**src/rtl/core/pea_pkg.sv**
```systemverilog
package pea_pkg;

  localparam int unsigned NODES      = 4;
  localparam int unsigned NODE_W     = $clog2(NODES);
  localparam int unsigned VALUE_BITS = 32;
  localparam int unsigned ACC_W      = 48;
  localparam int unsigned DIG_W      = 16;
  localparam int unsigned PROD_W     = 2 * ACC_W;
  localparam int unsigned N_DIGITS   = ACC_W / DIG_W;
  localparam int unsigned DIGIT_CW   = $clog2(N_DIGITS);
  localparam int unsigned N_STIFF    = NODES * NODES;
  localparam int unsigned STIFF_W    = $clog2(N_STIFF);
  localparam int unsigned N_ENTRIES  = NODES + N_STIFF;
  localparam int unsigned ENTRY_CW   = $clog2(N_ENTRIES + 1);
  localparam int unsigned CFG_IDX_W  = 3;

  localparam logic signed [ACC_W-1:0] S48_MAX = {1'b0, {(ACC_W-1){1'b1}}};
  localparam logic signed [ACC_W-1:0] S48_MIN = {1'b1, {(ACC_W-1){1'b0}}};
  localparam logic [31:0] UPPER_UNBOUNDED = 32'h7FFF_FFFF;

  localparam logic [1:0] REQ_LOAD  = 2'd0;
  localparam logic [1:0] REQ_POINT = 2'd1;
  localparam logic [1:0] REQ_START = 2'd2;

  localparam logic [CFG_IDX_W-1:0] CFG_GAIN   = 3'd0;
  localparam logic [CFG_IDX_W-1:0] CFG_OFFSET = 3'd1;
  localparam logic [CFG_IDX_W-1:0] CFG_RATE   = 3'd2;
  localparam logic [CFG_IDX_W-1:0] CFG_TIME   = 3'd3;
  localparam logic [CFG_IDX_W-1:0] CFG_STEP   = 3'd4;
  localparam logic [CFG_IDX_W-1:0] CFG_UPPER  = 3'd5;
  localparam logic [CFG_IDX_W-1:0] CFG_LUMPED = 3'd6;

  localparam logic KIND_FORCE = 1'b0;
  localparam logic KIND_STIFF = 1'b1;

  typedef enum logic [4:0] {
    ST_IDLE, ST_TGT, ST_DOT, ST_ERR, ST_FRC, ST_WF, ST_WK, ST_FA, ST_FORCE,
    ST_STIFF, ST_REACT, ST_LW, ST_LFN, ST_LWFN, ST_LSTIFF, ST_EMIT
  } seq_state_e;

  typedef struct packed {
    logic                    start;
    logic signed [ACC_W-1:0] a;
    logic signed [ACC_W-1:0] b;
    logic                    s16;
  } mul_req_t;

  typedef struct packed {
    logic                    done;
    logic signed [ACC_W-1:0] res;
  } mul_rsp_t;

  function automatic logic signed [ACC_W-1:0] sat_add48(
    input logic signed [ACC_W-1:0] a,
    input logic signed [ACC_W-1:0] b,
    input logic                    sub
  );
    logic signed [ACC_W:0] s;
    logic signed [ACC_W-1:0] r;
    begin
      if (sub) begin
        s = {a[ACC_W-1], a} - {b[ACC_W-1], b};
      end else begin
        s = {a[ACC_W-1], a} + {b[ACC_W-1], b};
      end
      if (s[ACC_W] != s[ACC_W-1]) begin
        r = s[ACC_W] ? S48_MIN : S48_MAX;
      end else begin
        r = s[ACC_W-1:0];
      end
      return r;
    end
  endfunction

endpackage

```
**src/rtl/core/pea_mul.sv**
```systemverilog
// Sequential signed multiplier: magnitudes are multiplied one 16-bit digit of b
// per cycle, most significant digit first, then shifted right by 14 or 16 with
// truncation toward zero and saturated to the signed 48-bit range.
module pea_mul (
  input  logic              clk_i,
  input  logic              rst_ni,
  input  pea_pkg::mul_req_t req_i,
  output pea_pkg::mul_rsp_t rsp_o
);

  logic [pea_pkg::ACC_W-1:0]    ma_q, ma_d, mb_q, mb_d;
  logic                         neg_q, neg_d, s16_q, s16_d;
  logic [pea_pkg::PROD_W-1:0]   acc_q, acc_d;
  logic [pea_pkg::DIGIT_CW-1:0] cnt_q, cnt_d;
  logic                         run_q, run_d, fin_q, fin_d, done_q, done_d;
  logic signed [pea_pkg::ACC_W-1:0] res_q, res_d;

  logic [pea_pkg::DIG_W-1:0]    digit;
  logic [pea_pkg::PROD_W-1:0]   shifted;
  logic [pea_pkg::ACC_W-1:0]    lim, mag;

  always_comb begin
    digit = mb_q[cnt_q*pea_pkg::DIG_W +: pea_pkg::DIG_W];
    shifted = s16_q ? (acc_q >> 16) : (acc_q >> 14);
    lim = neg_q ? {1'b1, {(pea_pkg::ACC_W-1){1'b0}}} : {1'b0, {(pea_pkg::ACC_W-1){1'b1}}};
    if ((|shifted[pea_pkg::PROD_W-1:pea_pkg::ACC_W]) || (shifted[pea_pkg::ACC_W-1:0] > lim)) begin
      mag = lim;
    end else begin
      mag = shifted[pea_pkg::ACC_W-1:0];
    end

    ma_d   = ma_q;
    mb_d   = mb_q;
    neg_d  = neg_q;
    s16_d  = s16_q;
    acc_d  = acc_q;
    cnt_d  = cnt_q;
    run_d  = run_q;
    fin_d  = 1'b0;
    done_d = 1'b0;
    res_d  = res_q;
    if (req_i.start) begin
      ma_d  = req_i.a[pea_pkg::ACC_W-1] ? -req_i.a : req_i.a;
      mb_d  = req_i.b[pea_pkg::ACC_W-1] ? -req_i.b : req_i.b;
      neg_d = req_i.a[pea_pkg::ACC_W-1] ^ req_i.b[pea_pkg::ACC_W-1];
      s16_d = req_i.s16;
      acc_d = '0;
      cnt_d = pea_pkg::DIGIT_CW'(pea_pkg::N_DIGITS - 1);
      run_d = 1'b1;
    end else if (run_q) begin
      acc_d = {acc_q[pea_pkg::PROD_W-pea_pkg::DIG_W-1:0], {pea_pkg::DIG_W{1'b0}}}
            + (pea_pkg::PROD_W'(ma_q) * pea_pkg::PROD_W'(digit));
      if (cnt_q == '0) begin
        run_d = 1'b0;
        fin_d = 1'b1;
      end else begin
        cnt_d = cnt_q - 1'b1;
      end
    end else if (fin_q) begin
      res_d  = neg_q ? -mag : mag;
      done_d = 1'b1;
    end
  end

  always_ff @(posedge clk_i or negedge rst_ni) begin
    if (!rst_ni) begin
      run_q  <= 1'b0;
      fin_q  <= 1'b0;
      done_q <= 1'b0;
      cnt_q  <= '0;
    end else begin
      run_q  <= run_d;
      fin_q  <= fin_d;
      done_q <= done_d;
      cnt_q  <= cnt_d;
    end
  end

  always_ff @(posedge clk_i) begin
    ma_q  <= ma_d;
    mb_q  <= mb_d;
    neg_q <= neg_d;
    s16_q <= s16_d;
    acc_q <= acc_d;
    res_q <= res_d;
  end

  assign rsp_o.done = done_q;
  assign rsp_o.res  = res_q;

endmodule

```
**config.mk**
```make
export PLATFORM = sky130hd
export DESIGN_NAME = pea_mul
export DESIGN_NICKNAME = d
export VERILOG_FILES = /design/src/rtl/core/pea_pkg.sv /design/src/rtl/core/pea_mul.sv
export SDC_FILE = /design/constraint.sdc
export NUM_CORES = 2
export LEC_CHECK = 0
export BUFFER_PORTS_ARGS = -buffer_cell sky130_fd_sc_hd__buf_2
export CORE_MARGIN = 1
export CORE_UTILIZATION = 30
export CTS_CLUSTER_SIZE = 14
export DETAILED_ROUTE_END_ITERATION = 8
export PLACE_DENSITY = 0.42
export SLEW_MARGIN = 10
export SYNTH_ARGS = -nofsm -noshare
export SYNTH_HDL_FRONTEND = slang
export SYNTH_SLANG_ARGS = --single-unit
```
**constraint.sdc**
```tcl
create_clock -name clk_i -period 8.7 [get_ports clk_i]
set_input_delay 0.435 -clock clk_i [delete_from_list [all_inputs] [get_ports clk_i]]
set_output_delay 0.435 -clock clk_i [all_outputs]
set_load 0.05 [all_outputs]
```
# Word-level counts from Yosys, hierarchy flattened
# Cells that the tools add are included.
[word_totals]
ff_bits = 247
elab_cells = 48
[op_classes]
n_addsub = 5
multipliers = 1
n_lt_le_gt_ge = 1
eq_ne = 1
n_shift = 1
n_mux = 18
bitwise = 3
n_reduce_logical = 6
[ops]
columns = ["op", "count"]
rows = [
  ["48-bit two-way mux", 3],
  ["48-bit negation", 3],
  ["96-bit by 64-bit adder with 96-bit output", 1],
  ["47-bit two-way mux", 2],
  ["82-bit two-way mux", 1],
  ["48-bit by 16-bit multiplier with 64-bit output", 1],
  ["48-bit > comparator", 1],
  ["48-bit OR reduction", 1],
  ["48-bit by 7-bit indexed part select with 16-bit output", 1],
  ["1-bit two-way mux", 9],
  ["2-bit two-way mux", 3],
  ["3-bit AND reduction", 1],
  ["2-bit zero test", 1],
  ["2-bit != test, second input constant", 1],
  ["1-bit NOT", 2],
  ["2-bit AND reduction", 1],
  ["2-bit nonzero test", 1],
  ["2-bit by 1-bit subtractor with 2-bit output, second input constant", 1],
  ["1-bit logical OR", 1],
  ["1-bit XOR", 1],
]

# Logic depth before layout (Yosys ltp)
[depth]
word_depth = 6
depth_mapped = 33
depth_no_buf = 28

# Worst setup path after synthesis
# No wires, ideal clock.
[synth_path]
path_kind = "reg-to-reg"
startpoint = "register cnt_q[0] (netlist name)"
endpoint = "register acc_q[92] (netlist name)"
setup_ns = 0.086
t_arrival_ns = 8.201
t_required_ns = 8.614
path_slack_ns = 0.414
path_stages_with_launch = 32
path_buffers = 6
cell_sequence = "dfrtp_1 > clkbuf_1 > buf_1 > mux2i_1 > o21ai_0 > clkbuf_1 > clkbuf_1 > nand2_1 > fa_1 > inv_1 > fa_1 > inv_1 > fa_1 > inv_1 > fa_1 > fa_1 > inv_1 > fa_1 > inv_1 > ha_1 > clkbuf_1 > a21oi_1 > o21ai_0 > a31o_2 > a211o_1 > a2111oi_0 > a21oi_1 > o31ai_1 > clkbuf_1 > nor4_1 > xnor2_1 > a211oi_1"
[synth_between]
elab_chain_cells = 3
[synth_lines]
columns = ["item", "line", "source"]
rows = [
  ["start: declaration", "pea_mul.sv:14", "logic [pea_pkg::DIGIT_CW-1:0] cnt_q, cnt_d;"],
  ["start signal: assignment", "pea_mul.sv:75", "cnt_q <= cnt_d;"],
  ["48-bit by 7-bit indexed part select with 16-bit output", "pea_mul.sv:23", "digit = mb_q[cnt_q*pea_pkg::DIG_W +: pea_pkg::DIG_W];"],
  ["48-bit by 16-bit multiplier with 64-bit output", "pea_mul.sv:52", "+ (pea_pkg::PROD_W'(ma_q) * pea_pkg::PROD_W'(digit));"],
  ["96-bit by 64-bit adder with 96-bit output", "pea_mul.sv:52", ""],
  ["end signal: assignment", "pea_mul.sv:84", "acc_q <= acc_d;"],
  ["end: declaration", "pea_mul.sv:13", "logic [pea_pkg::PROD_W-1:0] acc_q, acc_d;"],
]
# Every way passes these cells.
# A chain may end at the register's enable or synchronous reset.

# Final worst setup path
[layout_path]
startpoint = "register cnt_q[0] (netlist name)"
endpoint = "register acc_q[94] (netlist name)"
# Same word-level chain as after synthesis.

==> impl_metrics.ini <==
[status]
outcome = completed

[synth]
synth_commonest_cells = 928 x inv_1, 727 x nand2_1, 690 x fa_1
synthTopCellsByArea = fa_1 34%, edfxtp_1 11%, inv_1 8.6%, nand2_1 6.8%, ha_1 6.3%
synth_fa_ha_area_share_pct = 40.5
synthesis.area_sq_um = 40400
ys.flop_type = edfxtp_1
synth_top_area_cell = fa_1
synth.mux.area_fraction_pct = 2.81
synth_compound_area_share_pct = 8.92
synth-simple-area-share_pct = 17.1
yosysWarningCount = 0
synthArstFlopShare_pct = 2.02
synth_area_per_cell_sq_um = 8.75
syn_inst = 4616
ys_types = 85
synth.most_common_cell = inv_1
synth_top_family_by_area = adder cells
synth_seq_cells = 247
synth-edff-count = 146
synth_xor_area_share_pct = 3.80
synth_top_area_share_pct = 34.2
seq_area_frac_synth_pct = 15.9
synthesis.nets = 5610

[worst_setup_path]
rrSetupSlack_ns = 0.38
reg2regPathDepth = 26
cp-startpoint = cnt_q[0]$_DFFE_PN0P_
path_class = register to register
rr_startpoint = cnt_q[0]$_DFFE_PN0P_
critPathLaunchType = register
rr_endpoint = acc_q[94]$_SDFFE_PP0P_
cp.required_ns = 9.16
crit_path_frequent_cell = fa_1
max_stage_delay_ns = 0.56
crit_arrival_ns = 8.78
cp-endpoint = acc_q[94]$_SDFFE_PP0P_
critPathMaxFanout = 13
slowest_stage = fa_1
end_kind = register

[clock_network]
cts_buffer_depth = 3
clk_latency_ns = 0.62
cts-buffers-inserted = 37
root_buffer = clkbuf_16
clk_pin_slew_worst_paths_ns = 0.06
clock-sinks = 247
cts_tree = built
cts_max_level = 2

[die]
coreArea_sq_um = 133000
num_io_pins = 149
fp.dieH_microns = 369
floorplan.initialDensity_pct = 30.3
fp-row-count = 134
die_x_microns = 369
die_area_sq_um = 136000

[layout]
area_growth_pct = 11.7
drive_gt1_share_pct = 8.69
finalNetCount = 5685
n_antenna_cell = 0
stdcell_area_sq_um = 45100
finalNonFillerCells = 6487

[drt]
dr.pass1.iters = 5
via_per_inst = 4.81
wl_per_cell_microns = 20.2
drc = 0
wl_mm = 131
vias = 31195
drt_iter0_drc = 1673
detail-route-antenna-nets = 0

[timing]
fmax_mhz = 120
hold_viol_final = 0
fin_setup_tns_ns = 0
tightest_slew_ns = 1.04
finalCritPeriodShare_pct = 95.6
fin_crit_ns = 8.32
slew_viol_final = 0
rsz0062_at_grt = no
slew_headroom_pct = 29.6
worst_hold_slack_ns = 0.0683
finalSetupViolCount = 0
skew_ns = 0.0684

[global_routing]
grt_pass1_vias = 32786
grt_pass1_wl_mm = 204
grt_overflow = 0
gr-usage-all-layers_pct = 19.6
antenna_found_initial = 3
grt_max_degree = 75

[placement]
place_congestion = 0.872
dp_hpwl_mm = 103
io_buffers = 148
place_area_sq_um = 43500
place_inst = 6397

[worst_hold_path]
hold_path.class = primary input to register

[job]
drv_cap = 0
## layout make-up
| class | count | area [sq um] |
|---|---|---|
| fillers | 14141 | 88400 |
| multi-input cells | 3203 | 29800 |
| flip-flops and latches | 247 | 6440 |
| inverters | 928 | 3480 |
| well taps | 1768 | 2210 |
| repair buffers | 274 | 1940 |
| clock buffers | 46 | 1010 |
| clock inverters | 21 | 259 |
## critical path, delay by kind of cell, from the launching register on
kind | cells | cell delay [ns]
muxes | 1 | 0.33
and+or+nand+nor | 4 | 1.08
DFF | 1 | 0.50
adders and majority gates | 7 | 3.47
buffers and inverters | 7 | 1.04
AOI/OAI and AO/OA | 7 | 1.76
## flip-flops by register name, indices dropped and copies added (netlist names), 2 cells and up
| signal | flops |
|---|---|
| acc_q | 96 |
| ma_q | 48 |
| mb_q | 48 |
| res_q | 48 |
| cnt_q | 2 |
## worst min path at each step
stage / from / to / slack (ns) / depth (start not counted)
2_1_floorplan: rst_ni / cnt_q[0]$_DFFE_PN0P_ / 0.14 / 0
3_3_place_gp: rst_ni / done_q$_DFF_PN0_ / 0.35 / 1
3_5_place_dp: rst_ni / done_q$_DFF_PN0_ / 0.35 / 1
4_1_cts: req_i[0] / s16_q$_DFFE_PP_ / 0.03 / 1
5_1_grt: req_i[0] / s16_q$_DFFE_PP_ / 0.04 / 1
6_report: req_i[0] / s16_q$_DFFE_PP_ / 0.07 / 1
## what timing repair did
item | 4_1_cts | 5_1_grt
resized for setup | 1 | 5
cloned | 1 | 0
endpoints found under the hold margin | 5 | 0
buffers inserted | 3 | 18
pin swaps | 1 | 6
hold buffers | 1 | 0
setup endpoints to repair | 6 | 38
## metrics by stage
step           utilization [%]  worst slack, ns
5_1_grt                   33.8           0.0274
4_1_cts                   33.6           0.0471
6_report                  33.8            0.381
3_5_place_dp              32.6          -0.0148
3_3_place_gp              32.6          -0.0737
2_1_floorplan                -            0.414
## placed cells by master (no fill, tap or decap), types with 10 or more instances in the layout
cell type and n:
a211oi_1 36, a21o_1 32, a21oi_1 149, a31oi_1 18
and2_1 260, and3_1 21, buf_12 19, buf_2 147
buf_4 106, clkbuf_16 38, dfxtp_1 96, edfxtp_1 146
fa_1 690, ha_1 204, inv_1 928, mux2_2 14
mux2i_1 95, nand2_1 727, nand2b_1 10, nand3_1 36
nand4_1 46, nor2_1 177, nor3_1 52, nor4_1 29
o211ai_1 10, o21a_1 15, o21ai_0 137, o21ai_4 16
o21bai_1 13, o31ai_1 37, o41ai_1 14, or3_1 29
or4_1 14, xnor2_1 154, xor2_1 21
## kinds of logic after synthesis
family / Yosys count
DFF: 247
and+or+nand+nor: 1457
muxes: 111
AOI/OAI and AO/OA: 565
adders and majority gates: 894
buffers and inverters: 1167
xor gates and xnor gates: 175
## routing by layer
| layer | part of all wire [%] | global-route usage, % | up-vias |
|---|---|---|---|
| met5 | 0.0069 | 0 | - |
| met4 | 2.0 | 4.42 | 2 |
| met3 | 3.1 | 1.61 | 111 |
| met2 | 48 | 33.1 | 539 |
| met1 | 46 | 27.0 | 15935 |
| li1 | - | - | 14608 |
Power is not shown: default switching activity piles up to over one toggle a cycle in this logic, so the estimate is an artifact.
